==> src/touch_drag_gesture_detector_unit_defines.svh <==
// ---------------------------------------------------------------------------
// Touch drag gesture detector - assertion macros
// Shared concurrent assertion forms for the detector modules.
// ---------------------------------------------------------------------------
`ifndef TOUCH_DRAG_GESTURE_DETECTOR_UNIT_DEFINES_SVH
`define TOUCH_DRAG_GESTURE_DETECTOR_UNIT_DEFINES_SVH

// same-cycle implication, off during reset
`define TDGD_ASSERT_IMPL(label, clk, rst, ante, cons) \
  label: assert property (@(posedge clk) disable iff (rst) (ante) |-> (cons)) \
    else $error("tdgd assertion failed");

// next-cycle implication, off during reset
`define TDGD_ASSERT_NEXT(label, clk, rst, ante, cons) \
  label: assert property (@(posedge clk) disable iff (rst) (ante) |=> (cons)) \
    else $error("tdgd assertion failed");

`endif

==> src/tdgd_pkg.sv <==
// ---------------------------------------------------------------------------
// Touch drag gesture detector - package
// Widths, reset values, register indexes and the words passed between stages.
// ---------------------------------------------------------------------------
`default_nettype none

package tdgd_pkg;

  localparam int NUM_POINTERS_DEF = 8;

  localparam int W_ID      = 3;
  localparam int W_COORD   = 12;
  localparam int W_TIME    = 32;
  localparam int W_TRAVEL  = 20;
  localparam int W_THR     = 20;
  localparam int W_OFFSET  = 13;
  localparam int W_INERTIA = 23;
  localparam int W_PROD    = W_TRAVEL + W_TIME;
  localparam int W_CFG_ADDR = 3;
  localparam int W_CFG_DATA = 20;

  localparam logic [W_COORD-1:0] BOUND_LEFT_RST   = 12'd0;
  localparam logic [W_COORD-1:0] BOUND_TOP_RST    = 12'd0;
  localparam logic [W_COORD-1:0] BOUND_RIGHT_RST  = 12'd4095;
  localparam logic [W_COORD-1:0] BOUND_BOTTOM_RST = 12'd4095;
  localparam logic [W_THR-1:0]   DRAG_THR_RST     = 20'd3000;

  typedef enum logic [W_CFG_ADDR-1:0] {
    REG_BOUND_LEFT,
    REG_BOUND_TOP,
    REG_BOUND_RIGHT,
    REG_BOUND_BOTTOM,
    REG_DRAG_THRESHOLD
  } cfg_reg_e;

  typedef logic [1:0] gest_t;
  localparam int    GEST_H_BIT = 0;
  localparam int    GEST_V_BIT = 1;
  localparam gest_t GEST_NONE  = 2'b00;
  localparam gest_t GEST_H     = 2'b01;
  localparam gest_t GEST_V     = 2'b10;

  typedef struct packed {
    logic [W_COORD-1:0] bound_left;
    logic [W_COORD-1:0] bound_top;
    logic [W_COORD-1:0] bound_right;
    logic [W_COORD-1:0] bound_bottom;
    logic [W_THR-1:0]   drag_threshold;
  } cfg_t;

  typedef struct packed {
    logic               req_type;
    logic [W_ID-1:0]    pointer_id;
    logic [W_COORD-1:0] pos_x;
    logic [W_COORD-1:0] pos_y;
    logic               down_flag;
    logic               up_flag;
    logic [W_TIME-1:0]  time_ms;
  } in_item_t;

  typedef struct packed {
    logic                down;
    logic [W_TIME-1:0]   down_time;
    logic [W_COORD-1:0]  start_x;
    logic [W_COORD-1:0]  start_y;
    logic [W_COORD-1:0]  last_x;
    logic [W_COORD-1:0]  last_y;
    logic [W_TRAVEL-1:0] travel_x;
    logic [W_TRAVEL-1:0] travel_y;
  } ptr_entry_t;

  // word from the table update stage to the gesture stages
  typedef struct packed {
    logic [W_ID-1:0]              ev_id;
    logic [W_COORD-1:0]           ev_x;
    logic [W_COORD-1:0]           ev_y;
    logic                         ev_down;
    logic                         ev_up;
    logic                         chk;
    logic                         axis_v;
    logic                         p0_down;
    logic [W_TRAVEL-1:0]          major;
    logic [W_TIME-1:0]            held;
    logic signed [W_OFFSET-1:0]   off_x;
    logic signed [W_OFFSET-1:0]   off_y;
    logic signed [W_INERTIA-1:0]  inertia_x;
    logic signed [W_INERTIA-1:0]  inertia_y;
  } stage_t;

  typedef struct packed {
    logic [W_ID-1:0]              out_id;
    logic [W_COORD-1:0]           out_x;
    logic [W_COORD-1:0]           out_y;
    logic                         out_down;
    logic                         out_up;
    logic                         out_cancel;
    logic                         drag_h_active;
    logic                         drag_v_active;
    logic signed [W_OFFSET-1:0]   drag_offset_x;
    logic signed [W_OFFSET-1:0]   drag_offset_y;
    logic signed [W_INERTIA-1:0]  inertia_out_x;
    logic signed [W_INERTIA-1:0]  inertia_out_y;
  } out_item_t;

endpackage

`default_nettype wire

==> src/tdgd_ptr_ram.sv <==
// ---------------------------------------------------------------------------
// Touch drag gesture detector - pointer table RAM
// One write and one registered read port; per-entry valid bits make
// unwritten entries read as zero after reset.
// ---------------------------------------------------------------------------
`default_nettype none

module tdgd_ptr_ram #(
  parameter int NUM_POINTERS = tdgd_pkg::NUM_POINTERS_DEF
) (
  input  logic                  clk,
  input  logic                  rst,
  input  logic                  rd_en,
  input  logic [((NUM_POINTERS > 1) ? $clog2(NUM_POINTERS) : 1)-1:0] rd_addr,
  output tdgd_pkg::ptr_entry_t  rd_data,
  input  logic                  wr_en,
  input  logic [((NUM_POINTERS > 1) ? $clog2(NUM_POINTERS) : 1)-1:0] wr_addr,
  input  tdgd_pkg::ptr_entry_t  wr_data
);

  tdgd_pkg::ptr_entry_t     mem [NUM_POINTERS];
  logic [NUM_POINTERS-1:0]  valid;
  tdgd_pkg::ptr_entry_t     rd_q;
  logic                     rd_vld;

  always_ff @(posedge clk) begin
    if (wr_en) begin
      mem[wr_addr] <= wr_data;
    end
    if (rd_en) begin
      rd_q <= mem[rd_addr];
    end
  end

  always_ff @(posedge clk) begin
    if (rst) begin
      valid  <= '0;
      rd_vld <= 1'b0;
    end else begin
      if (wr_en) begin
        valid[wr_addr] <= 1'b1;
      end
      if (rd_en) begin
        rd_vld <= valid[rd_addr];
      end
    end
  end

  assign rd_data = rd_vld ? rd_q : '0;

endmodule

`default_nettype wire

==> src/tdgd_update.sv <==
// ---------------------------------------------------------------------------
// Touch drag gesture detector - table update stage
// Read-modify-write of the pointer entry with forwarding, inertia damping
// and the pointer 0 shadow used by the gesture check.
// ---------------------------------------------------------------------------
`default_nettype none
`include "touch_drag_gesture_detector_unit_defines.svh"

module tdgd_update #(
  parameter int NUM_POINTERS = tdgd_pkg::NUM_POINTERS_DEF
) (
  input  logic                  clk,
  input  logic                  rst,
  input  logic                  in_valid,
  output logic                  in_ready,
  input  tdgd_pkg::in_item_t    in_item,
  input  tdgd_pkg::cfg_t        cfg,
  output logic                  rd_en,
  output logic [((NUM_POINTERS > 1) ? $clog2(NUM_POINTERS) : 1)-1:0] rd_addr,
  input  tdgd_pkg::ptr_entry_t  rd_data,
  output logic                  wr_en,
  output logic [((NUM_POINTERS > 1) ? $clog2(NUM_POINTERS) : 1)-1:0] wr_addr,
  output tdgd_pkg::ptr_entry_t  wr_data,
  output logic                  res_valid,
  input  logic                  res_ready,
  output tdgd_pkg::stage_t      res
);

  localparam int AW = (NUM_POINTERS > 1) ? $clog2(NUM_POINTERS) : 1;
  localparam int WI = tdgd_pkg::W_INERTIA;
  localparam int WT = tdgd_pkg::W_TRAVEL;
  localparam int WC = tdgd_pkg::W_COORD;

  function automatic logic signed [WI-1:0] damp(input logic signed [WI:0] v);
    logic signed [WI+2:0] t;
    logic signed [WI:0]   q;
    begin
      t = {v[WI], v[WI], v} + {v[WI], v, 1'b0};
      q = t[WI+2:2];
      if (q[WI] != q[WI-1]) begin
        damp = q[WI] ? {1'b1, {(WI-1){1'b0}}} : {1'b0, {(WI-1){1'b1}}};
      end else begin
        damp = q[WI-1:0];
      end
    end
  endfunction

  logic                     s1_v;
  tdgd_pkg::in_item_t       itm;
  logic                     fwd_hit;
  tdgd_pkg::ptr_entry_t     fwd_data;
  logic signed [WI-1:0]     inertia_x, inertia_y;
  logic signed [WI-1:0]     inertia_x_next, inertia_y_next;
  tdgd_pkg::ptr_entry_t     p0, p0_next;

  tdgd_pkg::ptr_entry_t     cur, nxt;
  logic                     leave, we, id_ok, in_id_ok, in_area, is_p0;
  logic signed [WC:0]       dx, dy;
  logic [WC-1:0]            adx, ady;
  logic [WT:0]              tx_sum, ty_sum;

  assign in_ready  = !s1_v || res_ready;
  assign leave     = s1_v && res_ready;
  assign in_id_ok  = int'(in_item.pointer_id) < NUM_POINTERS;
  assign rd_en     = in_ready;
  assign rd_addr   = in_id_ok ? AW'(in_item.pointer_id) : '0;

  always_ff @(posedge clk) begin
    if (rst) begin
      s1_v      <= 1'b0;
      fwd_hit   <= 1'b0;
      inertia_x <= '0;
      inertia_y <= '0;
      p0        <= '0;
    end else begin
      if (in_ready) begin
        s1_v    <= in_valid;
        fwd_hit <= wr_en && (wr_addr == rd_addr);
      end
      if (leave) begin
        inertia_x <= inertia_x_next;
        inertia_y <= inertia_y_next;
        p0        <= p0_next;
      end
    end
  end

  always_ff @(posedge clk) begin
    if (in_ready) begin
      itm      <= in_item;
      fwd_data <= wr_data;
    end
  end

  assign cur     = fwd_hit ? fwd_data : rd_data;
  assign id_ok   = int'(itm.pointer_id) < NUM_POINTERS;
  assign in_area = (itm.pos_x >= cfg.bound_left) && (itm.pos_x < cfg.bound_right) &&
                   (itm.pos_y >= cfg.bound_top)  && (itm.pos_y < cfg.bound_bottom);

  assign dx  = $signed({1'b0, itm.pos_x}) - $signed({1'b0, cur.last_x});
  assign dy  = $signed({1'b0, itm.pos_y}) - $signed({1'b0, cur.last_y});
  assign adx = dx[WC] ? WC'(-dx) : dx[WC-1:0];
  assign ady = dy[WC] ? WC'(-dy) : dy[WC-1:0];
  assign tx_sum = {1'b0, cur.travel_x} + (WT+1)'(adx);
  assign ty_sum = {1'b0, cur.travel_y} + (WT+1)'(ady);

  always_comb begin
    nxt            = cur;
    we             = 1'b0;
    inertia_x_next = inertia_x;
    inertia_y_next = inertia_y;
    if (itm.req_type) begin
      inertia_x_next = damp({inertia_x[WI-1], inertia_x});
      inertia_y_next = damp({inertia_y[WI-1], inertia_y});
    end else if (id_ok) begin
      we = 1'b1;
      priority if (itm.down_flag && in_area) begin
        nxt.down       = 1'b1;
        nxt.down_time  = itm.time_ms;
        nxt.start_x    = itm.pos_x;
        nxt.start_y    = itm.pos_y;
        nxt.last_x     = itm.pos_x;
        nxt.last_y     = itm.pos_y;
        nxt.travel_x   = '0;
        nxt.travel_y   = '0;
        inertia_x_next = '0;
        inertia_y_next = '0;
      end else if (itm.up_flag) begin
        nxt.down = 1'b0;
      end else begin
        nxt.travel_x   = tx_sum[WT] ? '1 : tx_sum[WT-1:0];
        nxt.travel_y   = ty_sum[WT] ? '1 : ty_sum[WT-1:0];
        inertia_x_next = damp({inertia_x[WI-1], inertia_x} +
                              {{3{dx[WC]}}, dx, 8'b0});
        inertia_y_next = damp({inertia_y[WI-1], inertia_y} +
                              {{3{dy[WC]}}, dy, 8'b0});
        nxt.last_x     = itm.pos_x;
        nxt.last_y     = itm.pos_y;
      end
    end
  end

  assign is_p0   = !itm.req_type && (itm.pointer_id == '0);
  assign p0_next = (we && is_p0) ? nxt : p0;

  assign wr_en   = leave && we;
  assign wr_addr = AW'(itm.pointer_id);
  assign wr_data = nxt;

  always_comb begin
    res           = '0;
    if (!itm.req_type) begin
      res.ev_id   = itm.pointer_id;
      res.ev_x    = itm.pos_x;
      res.ev_y    = itm.pos_y;
      res.ev_down = itm.down_flag;
      res.ev_up   = itm.up_flag;
    end
    res.chk       = is_p0 && (p0_next.travel_x != p0_next.travel_y);
    res.axis_v    = p0_next.travel_y > p0_next.travel_x;
    res.p0_down   = p0_next.down;
    res.major     = res.axis_v ? p0_next.travel_y : p0_next.travel_x;
    res.held      = itm.time_ms - p0_next.down_time;
    res.off_x     = $signed({1'b0, p0_next.last_x}) - $signed({1'b0, p0_next.start_x});
    res.off_y     = $signed({1'b0, p0_next.last_y}) - $signed({1'b0, p0_next.start_y});
    res.inertia_x = inertia_x_next;
    res.inertia_y = inertia_y_next;
  end

  assign res_valid = s1_v;

  `TDGD_ASSERT_NEXT(a_s1_hold, clk, rst, s1_v && !res_ready, s1_v && $stable(itm))

endmodule

`default_nettype wire

==> src/tdgd_gesture.sv <==
// ---------------------------------------------------------------------------
// Touch drag gesture detector - gesture stages
// Held-time product, threshold test, active gesture state and the
// output register.
// ---------------------------------------------------------------------------
`default_nettype none
`include "touch_drag_gesture_detector_unit_defines.svh"

module tdgd_gesture (
  input  logic                                clk,
  input  logic                                rst,
  input  logic                                in_valid,
  output logic                                in_ready,
  input  tdgd_pkg::stage_t                    in_word,
  input  logic [tdgd_pkg::W_THR-1:0]          thr,
  output logic                                m_valid,
  input  logic                                m_ready,
  output tdgd_pkg::out_item_t                 m_word
);

  localparam int WP = tdgd_pkg::W_PROD;

  logic                  s2_v, s3_v;
  tdgd_pkg::stage_t      s2, s3;
  logic [WP-1:0]         s3_prod;
  tdgd_pkg::gest_t       ag, ag_next;
  tdgd_pkg::out_item_t   out_q, out_next;
  logic                  en2, en3, en_out, start, h, v;

  assign en_out   = !m_valid || m_ready;
  assign en3      = !s3_v || en_out;
  assign en2      = !s2_v || en3;
  assign in_ready = en2;

  always_ff @(posedge clk) begin
    if (rst) begin
      s2_v    <= 1'b0;
      s3_v    <= 1'b0;
      m_valid <= 1'b0;
      ag      <= tdgd_pkg::GEST_NONE;
    end else begin
      if (en2) begin
        s2_v <= in_valid;
      end
      if (en3) begin
        s3_v <= s2_v;
      end
      if (en_out) begin
        m_valid <= s3_v;
      end
      if (en_out && s3_v) begin
        ag <= ag_next;
      end
    end
  end

  always_ff @(posedge clk) begin
    if (en2) begin
      s2 <= in_word;
    end
    if (en3) begin
      s3      <= s2;
      s3_prod <= WP'(s2.major) * WP'(s2.held);
    end
    if (en_out) begin
      out_q <= out_next;
    end
  end

  assign start = s3.chk && s3.p0_down && (ag == tdgd_pkg::GEST_NONE) &&
                 (s3_prod > WP'(thr));

  always_comb begin
    ag_next = ag;
    if (s3.chk) begin
      if (!s3.p0_down) begin
        ag_next = tdgd_pkg::GEST_NONE;
      end else if (start) begin
        ag_next = s3.axis_v ? tdgd_pkg::GEST_V : tdgd_pkg::GEST_H;
      end
    end
  end

  assign h = ag_next[tdgd_pkg::GEST_H_BIT];
  assign v = ag_next[tdgd_pkg::GEST_V_BIT];

  always_comb begin
    out_next.out_id        = s3.ev_id;
    out_next.out_x         = s3.ev_x;
    out_next.out_y         = s3.ev_y;
    out_next.out_down      = start ? 1'b0 : s3.ev_down;
    out_next.out_up        = start ? 1'b1 : s3.ev_up;
    out_next.out_cancel    = start;
    out_next.drag_h_active = h;
    out_next.drag_v_active = v;
    out_next.drag_offset_x = h ? s3.off_x : '0;
    out_next.drag_offset_y = v ? s3.off_y : '0;
    out_next.inertia_out_x = h ? s3.inertia_x : '0;
    out_next.inertia_out_y = v ? s3.inertia_y : '0;
  end

  assign m_word = out_q;

  `TDGD_ASSERT_IMPL(a_gest_single, clk, rst, 1'b1, $onehot0(ag))
  `TDGD_ASSERT_IMPL(a_out_flags, clk, rst, m_valid,
                    ag == {out_q.drag_v_active, out_q.drag_h_active})
  `TDGD_ASSERT_NEXT(a_no_axis_swap, clk, rst, s3_v && en_out && (ag != tdgd_pkg::GEST_NONE),
                    (ag == $past(ag)) || (ag == tdgd_pkg::GEST_NONE))

endmodule

`default_nettype wire

==> src/touch_drag_gesture_detector_unit.sv <==
// ---------------------------------------------------------------------------
// Touch drag gesture detector
// Pointer table in RAM, inertia damping and pointer 0 drag detection.
//
//   channel   dir  handshake            payload
//   s_*       in   s_tvalid / s_tready  s_tdata event, s_tuser request kind
//   m_*       out  m_tvalid / m_tready  m_tdata result
//   cfg_*     in   cfg_we               cfg_addr, cfg_data
//
// One word per clock sustained while m_tready stays high; a taken word passes
// the table read and update, a second register, the product and the output
// register before it appears at m_*. The update stage gives back-to-back
// updates of one pointer through a forwarding register.
// Reset clears the table at once through per-entry valid bits.
// With m_tready low the output register holds and the four stages fill
// before s_tready drops.
// ---------------------------------------------------------------------------
`default_nettype none

module touch_drag_gesture_detector_unit #(
  parameter int NUM_POINTERS = tdgd_pkg::NUM_POINTERS_DEF
) (
  input  logic                                 clk,
  input  logic                                 rst,
  input  logic                                 s_tvalid,
  output logic                                 s_tready,
  // pointer_id, pos_x, pos_y, down_flag, up_flag, time_ms, zero fill
  input  logic [63:0]                          s_tdata,
  // req_type
  input  logic                                 s_tuser,
  output logic                                 m_tvalid,
  input  logic                                 m_tready,
  // out_id, out_x, out_y, out_down, out_up, out_cancel, drag_h_active,
  // drag_v_active, drag_offset_x, drag_offset_y, inertia_out_x, inertia_out_y
  output logic [103:0]                         m_tdata,
  input  logic                                 cfg_we,
  input  logic [tdgd_pkg::W_CFG_ADDR-1:0]      cfg_addr,
  input  logic [tdgd_pkg::W_CFG_DATA-1:0]      cfg_data
);

  localparam int AW = (NUM_POINTERS > 1) ? $clog2(NUM_POINTERS) : 1;

  tdgd_pkg::cfg_t         cfg;
  tdgd_pkg::in_item_t     in_item;
  tdgd_pkg::ptr_entry_t   rd_data, wr_data;
  logic                   rd_en, wr_en;
  logic [AW-1:0]          rd_addr, wr_addr;
  tdgd_pkg::stage_t       s1_word;
  logic                   s1_valid, s1_ready;
  tdgd_pkg::out_item_t    m_word;

  always_ff @(posedge clk) begin
    if (rst) begin
      cfg.bound_left     <= tdgd_pkg::BOUND_LEFT_RST;
      cfg.bound_top      <= tdgd_pkg::BOUND_TOP_RST;
      cfg.bound_right    <= tdgd_pkg::BOUND_RIGHT_RST;
      cfg.bound_bottom   <= tdgd_pkg::BOUND_BOTTOM_RST;
      cfg.drag_threshold <= tdgd_pkg::DRAG_THR_RST;
    end else if (cfg_we) begin
      unique case (tdgd_pkg::cfg_reg_e'(cfg_addr))
        tdgd_pkg::REG_BOUND_LEFT: begin
          cfg.bound_left <= cfg_data[tdgd_pkg::W_COORD-1:0];
        end
        tdgd_pkg::REG_BOUND_TOP: begin
          cfg.bound_top <= cfg_data[tdgd_pkg::W_COORD-1:0];
        end
        tdgd_pkg::REG_BOUND_RIGHT: begin
          cfg.bound_right <= cfg_data[tdgd_pkg::W_COORD-1:0];
        end
        tdgd_pkg::REG_BOUND_BOTTOM: begin
          cfg.bound_bottom <= cfg_data[tdgd_pkg::W_COORD-1:0];
        end
        tdgd_pkg::REG_DRAG_THRESHOLD: begin
          cfg.drag_threshold <= cfg_data[tdgd_pkg::W_THR-1:0];
        end
        default: begin
        end
      endcase
    end
  end

  assign in_item.req_type   = s_tuser;
  assign in_item.pointer_id = s_tdata[2:0];
  assign in_item.pos_x      = s_tdata[14:3];
  assign in_item.pos_y      = s_tdata[26:15];
  assign in_item.down_flag  = s_tdata[27];
  assign in_item.up_flag    = s_tdata[28];
  assign in_item.time_ms    = s_tdata[60:29];

  tdgd_ptr_ram #(
    .NUM_POINTERS (NUM_POINTERS)
  ) u_ram (
    .clk     (clk),
    .rst     (rst),
    .rd_en   (rd_en),
    .rd_addr (rd_addr),
    .rd_data (rd_data),
    .wr_en   (wr_en),
    .wr_addr (wr_addr),
    .wr_data (wr_data)
  );

  tdgd_update #(
    .NUM_POINTERS (NUM_POINTERS)
  ) u_update (
    .clk       (clk),
    .rst       (rst),
    .in_valid  (s_tvalid),
    .in_ready  (s_tready),
    .in_item   (in_item),
    .cfg       (cfg),
    .rd_en     (rd_en),
    .rd_addr   (rd_addr),
    .rd_data   (rd_data),
    .wr_en     (wr_en),
    .wr_addr   (wr_addr),
    .wr_data   (wr_data),
    .res_valid (s1_valid),
    .res_ready (s1_ready),
    .res       (s1_word)
  );

  tdgd_gesture u_gesture (
    .clk      (clk),
    .rst      (rst),
    .in_valid (s1_valid),
    .in_ready (s1_ready),
    .in_word  (s1_word),
    .thr      (cfg.drag_threshold),
    .m_valid  (m_tvalid),
    .m_ready  (m_tready),
    .m_word   (m_word)
  );

  assign m_tdata = {m_word.inertia_out_y,
                    m_word.inertia_out_x,
                    m_word.drag_offset_y,
                    m_word.drag_offset_x,
                    m_word.drag_v_active,
                    m_word.drag_h_active,
                    m_word.out_cancel,
                    m_word.out_up,
                    m_word.out_down,
                    m_word.out_y,
                    m_word.out_x,
                    m_word.out_id};

endmodule

`default_nettype wire

==> config.mk <==
export PLATFORM = sky130hd
export DESIGN_NAME = touch_drag_gesture_detector_unit
export DESIGN_NICKNAME = d
export VERILOG_FILES = /design/src/tdgd_pkg.sv /design/src/tdgd_ptr_ram.sv /design/src/tdgd_update.sv /design/src/tdgd_gesture.sv /design/src/touch_drag_gesture_detector_unit.sv
export VERILOG_INCLUDE_DIRS = /design/src /design/src/src
export SDC_FILE = /design/constraint.sdc
export NUM_CORES = 2
export LEC_CHECK = 0
export BUFFER_PORTS_ARGS = -buffer_cell sky130_fd_sc_hd__buf_2
export CAP_MARGIN = 30
export CORE_MARGIN = 3
export CORE_UTILIZATION = 29
export CTS_BUF_LIST = sky130_fd_sc_hd__clkbuf_2
export DETAILED_ROUTE_END_ITERATION = 8
export GPL_ROUTABILITY_DRIVEN = 0
export PLACE_DENSITY = 0.4
export RECOVER_POWER = 50
export SYNTH_ARGS = -nofsm -noshare
export SYNTH_HDL_FRONTEND = slang
export SYNTH_HIERARCHICAL = 1
export SYNTH_SLANG_ARGS = --single-unit
==> constraint.sdc <==
create_clock -name clk -period 24.5 [get_ports clk]
set_input_delay 3.675 -clock clk [delete_from_list [all_inputs] [get_ports clk]]
set_output_delay 3.675 -clock clk [all_outputs]
set_load 0.02 [all_outputs]
# Word level (Yosys, flattened, before mapping)
# Memories as Yosys holds them, arrays and structs flattened. A register that Yosys moved wholly into a read port is not among the register bits.
# Cells that the tools add are included.
# totals
ff_bits	850
elab_cells	185
inputBits	93
mem_bits_rw	968
mem_count	1
# memory_table
memory	depth	word_bits	read_ports	rd_clocked_by_memory_dff	write_ports	line_no	text
u_ram.mem	8	121	1	1	1	tdgd_ptr_ram.sv:21	tdgd_pkg::ptr_entry_t mem [NUM_POINTERS];
# op_classes
n_bitwise	1
n_eq_ne	10
muxes	39
reduce_logical	32
mul	1
magnitude_cmp	9
addsub	15
# op_table
op	count
$mux 121	4
$mux 23	14
$mux 64	2
$mux 20	3
$mux 56	1
$add 24x25->26	2
$gt 52x20->1	1
$mul 20x32->52	1
$sub 12x12->13	4
$add 23x24->25	2
$add 23x21->24	2
$add 20x12->21	2
$sub 32x32->32	1
$ge 12x12->1	2
$lt 12x12->1	2
$mux 12	2
$neg 12->12	2
$gt 20x20->1	1
$ne 20x20->1	1
$logic_and 1x1->1	15
$reduce_and 2->1	5
$lt 3x4->1 const B	2
$mux 2	4
$or 8x8->8	1
13 further kinds	31

# Longest topological paths before layout
# logic_depth
depth_word	13
depth_mapped	44
depth_no_buf	38

# Modules after synthesis
# Netlist, hierarchy kept.
# by_module_without_submodules
module	area_per_inst_um2	n_inst	cells_per_inst
tdgd_ptr_ram	41820.1	1	1695
tdgd_gesture	34356.7	1	2970
tdgd_update	29255.6	1	3489
touch_drag_gesture_detector_unit	2715.1	1	261

# Worst setup path before layout
# No wires, ideal clock.
# synth_path
path_type	input-to-reg
from	input port m_tready
to	memory u_ram/mem[0][0] (netlist bit), enable pin
arrival_time_ns	20.828
path_stages	5
setup_slack_ns	2.728
path_cell_list	nor2b_1 -> nand3_1 -> nand2_1 -> nor2_1 -> nor4b_1
# synth_between
elab_chain_cells	7
# synth_lines
item	line_no	text
from (decl)	touch_drag_gesture_detector_unit.sv:32	input logic m_tready,
$logic_or 1x1->1	tdgd_gesture.sv:30	assign en_out = !m_valid || m_ready;
$logic_or 1x1->1	tdgd_gesture.sv:31	assign en3 = !s3_v || en_out;
$logic_or 1x1->1	tdgd_gesture.sv:32	assign en2 = !s2_v || en3;
net s1_ready	touch_drag_gesture_detector_unit.sv:49	logic s1_valid, s1_ready;
$logic_and 1x1->1	tdgd_update.sv:63	assign leave = s1_v && res_ready;
$logic_and 1x1->1	tdgd_update.sv:146	assign wr_en = leave && we;
net wr_en	touch_drag_gesture_detector_unit.sv:46	logic rd_en, wr_en;
$mux 1	tdgd_ptr_ram.sv:27	if (wr_en) begin
$mux 1 (implied by the code)	tdgd_ptr_ram.sv:28	mem[wr_addr] <= wr_data;
to (decl)	tdgd_ptr_ram.sv:21	
# The timed path passes the listed nets, and every way through them passes these cells.

# Worst setup path in the final report
# layout_path
from	input port m_tready
to	register u_update/itm[54] (netlist bit), enable pin
# layout_between
elab_chain_cells	4
# layout_lines
item	line_no	text
$logic_or 1x1->1	tdgd_gesture.sv:30	
$logic_or 1x1->1	tdgd_gesture.sv:31	
$logic_or 1x1->1	tdgd_gesture.sv:32	
net s1_ready	touch_drag_gesture_detector_unit.sv:49	
$logic_or 1x1->1	tdgd_update.sv:62	assign in_ready = !s1_v || res_ready;
to (signal assigned)	tdgd_update.sv:90	itm <= in_item;
to (decl)	tdgd_update.sv:49	tdgd_pkg::in_item_t itm;
# The timed path passes the listed nets, and every way through them passes these cells.
# A chain may end at the register's enable or synchronous reset.

==> flow_summary.toml <==
[status]
run_status = "finished with violations"
violations = "capacitance limit, slew limit"

[grt]
initial_antenna_violation_count = 26
vias_in_the_first_global_route = 71900
grt_overflow_total = 0
pin_count_of_the_biggest_net_entering_global_routing = 119
grt_usage = 0.170
grt_pass1_wl_mm = 484

[cts]
path_clk_slew_ns = 0.10
clock_sink_count = 1939
cts_max_level = 6
insertion_delay_ns = 1.98
cts.root.buffer_cell = "sky130_fd_sc_hd__clkbuf_2"
post_cts_hold_buffer_count = 0
cts_made_buffers = 532
ctsLongestPathBuffers = 4
number_of_buffers_inserted_by_post_cts_setup_repair = 0
post_cts.resized_instances = 0
cts_tree = "done"

[yosys]
postSynth.asyncResetShare = 0
synth_simple_gate_area_frac = 0.0964
main_combinational_cell_family_by_area_after_synthesis = "adder cells"
synth_seq_cells = 1939
mappedNetlistArea_um2 = 108000
syn_inst = 8415
synth-compound-area-share = 0.0712
synth_area_per_cell_um2 = 12.9
muxShareOfSynthArea = 0.0971
yosysTopAreaCell = "sky130_fd_sc_hd__edfxtp_1"
yosys-top-cells-area = "sky130_fd_sc_hd__edfxtp_1 47%, sky130_fd_sc_hd__fa_1 10%, sky130_fd_sc_hd__ha_1 5.3%, sky130_fd_sc_hd__dfxtp_1 4.6%, sky130_fd_sc_hd__mux4_1 3.5%"
synth_cell_types = 120
synth_edf_count = 1688
synthXorXnorAreaFrac = 0.0185
ys_seq_area_frac = 0.515
yosys.area_share.adder = 0.156
synth_nets = 9516
synth-main-ff-cell = "sky130_fd_sc_hd__edfxtp_1"
synth_top_cell_area_share = 0.469
yosysWarningCount = 6

[sta]
relSlewSlack = -4.42
timing_hold_violations_final = 0
whs_ns = 0.357
skew_ns = 0.227
clock.fmax_mhz = 64.0
final_critical_path_setup_slack_ns = 8.88
finalSetupTns_ns = 0
final.period_utilization = 0.638
worst_slew_pin_slew_ns = 8.13
setup_viol_count_final = 0
rsz0062_at_grt = "no"
final_max_slew_viol_count = 1926
fin_crit_ns = 15.62

[power_and_ir_drop]
leakage_nw = 48.9
power_density_nw_per_um2 = 69.9
finalPower_mw = 8.38
max-vdd-ir-drop_mv = 0.0483

[critical_path]
rrSetupSlack_ns = 10.30
worstPathMaxFanout = 118
crit-reg2reg-launch = "u_gesture/m_valid$_SDFFE_PP0N_"
start_kind = "primary input"
r2r_cells = 8
crit_type = "primary input to flip-flop"
cp_data_arrival_time_ns = 17.06
worst_r2r_endpoint = "u_update/itm[54]$_DFFE_PP_"
worstPathRequired_ns = 25.94
setup.worst_path.end_class = "flip-flop"

[die]
dieWidth_um = 617
effective_utilization_at_floorplan = 0.292
core_area_um2 = 370000
boundaryPins = 199
std_cell_rows = 223
dieArea_um2 = 380000
die_height_um = 617

[min_path]
hold_path_class = "flip-flop to flip-flop"
hold-path-endpoint = "u_gesture/s3[16]$_DFFE_PP_"
hold_depth = 0
min_delay_startpoint = "u_gesture/s2[16]$_DFFE_PP_"

[final_layout]
finish.utilization = 0.324
design.final.nets = 10000
post_route_cells_drive_above_1_share = 0.161
syn2layout_area_growth_pct = 10.9
multi_input_area_um2 = 47500
regArea_um2 = 55700
layout.filler_cells = 37300

[place]
pre_cts_slack_ns = 12.98
place.port_buffers = 195
detailedPlacementHpwl_mm = 220

[routing]
routed_via_density = 4.79
drc_errors = 0
vias = 68500
drt-pass1-iter-count = 8
wl_per_cell_um = 23.1
drt.antenna.violating_nets = 0
drt_wl_total_mm = 330
first_iter_violations = 4736

[job]
max_cap_violations = 45
-- through the flow --
stage,instances,instance area [µm²]
floorplan,8415,108000
global route,14300,120000
finish,14300,120000
CTS,14300,120000
detailed placement,13300,115000
global placement,13300,115000
-- area by class of cell --
type                            instances  share of cell area
Clock inverter                        142             0.00933
Sequential cell                      1939               0.465
Tap cell                             4950              0.0516
Inverter                              821              0.0257
Multi-Input combinational cell       5255               0.396
Antenna cell                           19            0.000396
Clock buffer                          778              0.0325
Timing Repair Buffer                  390              0.0197
-- flip-flops by register name, summed over array words and instances (netlist names), 2 cells and up --
name,flops
u_gesture/s2,156
u_update/inertia_x,23
u_update/inertia_y,23
u_ram/valid,8
u_update/p0,121
u_ram/rd_q,121
u_update/itm,59
u_gesture/out_next,27
u_gesture/s3,77
u_update/wr_addr,3
u_ram/mem,968
cfg,68
u_gesture/ag,2
u_gesture/m_word,104
u_update/fwd_data,121
u_gesture/s3_prod,52
-- kinds of logic (layout without fill, tap and decap cells) --
group                      Yosys count  in the layout
other                                0             19
and+or+nand+nor                   2149           2149
AOI/OAI and AO/OA                 1188           1188
DFF                               1939           1939
xor gates and xnor gates           228            228
muxes                              672            672
buffers and inverters             1221           2131
adders and majority gates         1018           1018
-- layer usage --
metal | wire (µm) | up-vias | global-route usage
li1 | - | 31200 | -
met1 | 147000 | 35100 | 0.226
met2 | 157000 | 1720 | 0.284
met3 | 16100 | 494 | 0.0275
met4 | 9870 | 6 | 0.0536
met5 | 46 | - | 0
-- worst max path at each step --
stage	slack (ns)	from	to	depth (start not counted)
after floorplan	2.73	m_tready	u_ram/mem[0][0]$_DFFE_PP_	5
after global placement	13.08	u_update/fwd_hit$_SDFFE_PP0P_	u_gesture/s2[117]$_DFFE_PP_	36
after detailed placement	12.98	u_update/fwd_hit$_SDFFE_PP0P_	u_gesture/s2[117]$_DFFE_PP_	36
after CTS	12.89	u_update/fwd_hit$_SDFFE_PP0P_	u_gesture/s2[117]$_DFFE_PP_	34
after global routing	7.85	m_tready	u_update/itm[54]$_DFFE_PP_	9
final	8.88	m_tready	u_update/itm[54]$_DFFE_PP_	9
-- report_power, final --
| group | leakage [nW] | total [mW] | internal, mW | switching, mW |
|---|---|---|---|---|
| Combinational | 25.9 | 2.08 | 0.762 | 1.32 |
| Clock | 3.76 | 2.45 | 1.03 | 1.42 |
| Sequential | 19.2 | 3.85 | 3.78 | 0.0655 |
| Total | 48.9 | 8.38 | 5.58 | 2.80 |
-- synthesized netlist by cell type, types with 10 or more instances --
cell and n:
sky130_fd_sc_hd__edfxtp_1 1688, sky130_fd_sc_hd__inv_1 819, sky130_fd_sc_hd__nand2_1 784, sky130_fd_sc_hd__fa_1 547
sky130_fd_sc_hd__and2_1 504, sky130_fd_sc_hd__ha_1 461, sky130_fd_sc_hd__nor2_1 430, sky130_fd_sc_hd__a21oi_1 408
sky130_fd_sc_hd__mux2i_1 275, sky130_fd_sc_hd__clkbuf_1 265, sky130_fd_sc_hd__dfxtp_1 251, sky130_fd_sc_hd__o21ai_0 206
sky130_fd_sc_hd__mux2_2 154, sky130_fd_sc_hd__mux4_1 145, sky130_fd_sc_hd__xnor2_1 143, sky130_fd_sc_hd__a21o_1 127
sky130_fd_sc_hd__mux4_2 98, sky130_fd_sc_hd__nand2b_1 91, sky130_fd_sc_hd__xor2_1 85, sky130_fd_sc_hd__nor2b_1 66
sky130_fd_sc_hd__nand3_1 59, sky130_fd_sc_hd__nor3_1 59, sky130_fd_sc_hd__buf_2 47, sky130_fd_sc_hd__buf_1 45
sky130_fd_sc_hd__o21a_1 37, sky130_fd_sc_hd__a31oi_1 36, sky130_fd_sc_hd__a211oi_1 33, sky130_fd_sc_hd__o21bai_1 29
sky130_fd_sc_hd__nand4_1 28, sky130_fd_sc_hd__and3_1 27, sky130_fd_sc_hd__a22oi_1 26, sky130_fd_sc_hd__o21ai_1 23
sky130_fd_sc_hd__o22ai_1 23, sky130_fd_sc_hd__a21boi_0 21, sky130_fd_sc_hd__o211ai_1 19, sky130_fd_sc_hd__o31ai_1 19
sky130_fd_sc_hd__nor4_1 18, sky130_fd_sc_hd__buf_8 16, sky130_fd_sc_hd__a22o_1 13, sky130_fd_sc_hd__buf_4 13
sky130_fd_sc_hd__and4_1 12, sky130_fd_sc_hd__a221o_1 11, sky130_fd_sc_hd__buf_6 11, sky130_fd_sc_hd__a31o_2 10
-- cells in the final DEF, fill, tap and decap left out, types with 58 or more instances in the layout --
cell	count
sky130_fd_sc_hd__edfxtp_1	1688
sky130_fd_sc_hd__inv_1	817
sky130_fd_sc_hd__nand2_1	784
sky130_fd_sc_hd__clkbuf_2	778
sky130_fd_sc_hd__fa_1	547
sky130_fd_sc_hd__ha_1	461
sky130_fd_sc_hd__and2_1	439
sky130_fd_sc_hd__nor2_1	427
sky130_fd_sc_hd__a21oi_1	406
sky130_fd_sc_hd__mux2i_1	275
sky130_fd_sc_hd__dfxtp_1	249
sky130_fd_sc_hd__o21ai_0	206
sky130_fd_sc_hd__buf_2	176
sky130_fd_sc_hd__mux2_2	148
sky130_fd_sc_hd__mux4_1	145
sky130_fd_sc_hd__xnor2_1	143
sky130_fd_sc_hd__buf_4	139
sky130_fd_sc_hd__a21o_1	126
sky130_fd_sc_hd__mux4_2	98
sky130_fd_sc_hd__nand2b_1	91
sky130_fd_sc_hd__xor2_1	85
sky130_fd_sc_hd__clkinv_1	73
sky130_fd_sc_hd__and2_0	68
sky130_fd_sc_hd__clkbuf_1	66
sky130_fd_sc_hd__nor2b_1	66
sky130_fd_sc_hd__nand3_1	59
sky130_fd_sc_hd__nor3_1	58
-- worst max-delay path: stages --
cell and delay [ns]:
sky130_fd_sc_hd__buf_2 0.07, sky130_fd_sc_hd__nor2b_1 0.03, sky130_fd_sc_hd__clkbuf_1 0.18, sky130_fd_sc_hd__nand3_1 1.80
sky130_fd_sc_hd__nor2b_1 0.32, sky130_fd_sc_hd__clkinvlp_2 1.36, sky130_fd_sc_hd__clkbuf_1 2.39, sky130_fd_sc_hd__clkbuf_1 5.69
sky130_fd_sc_hd__buf_4 1.38
Note: power is estimated with default switching activity, not from simulation.
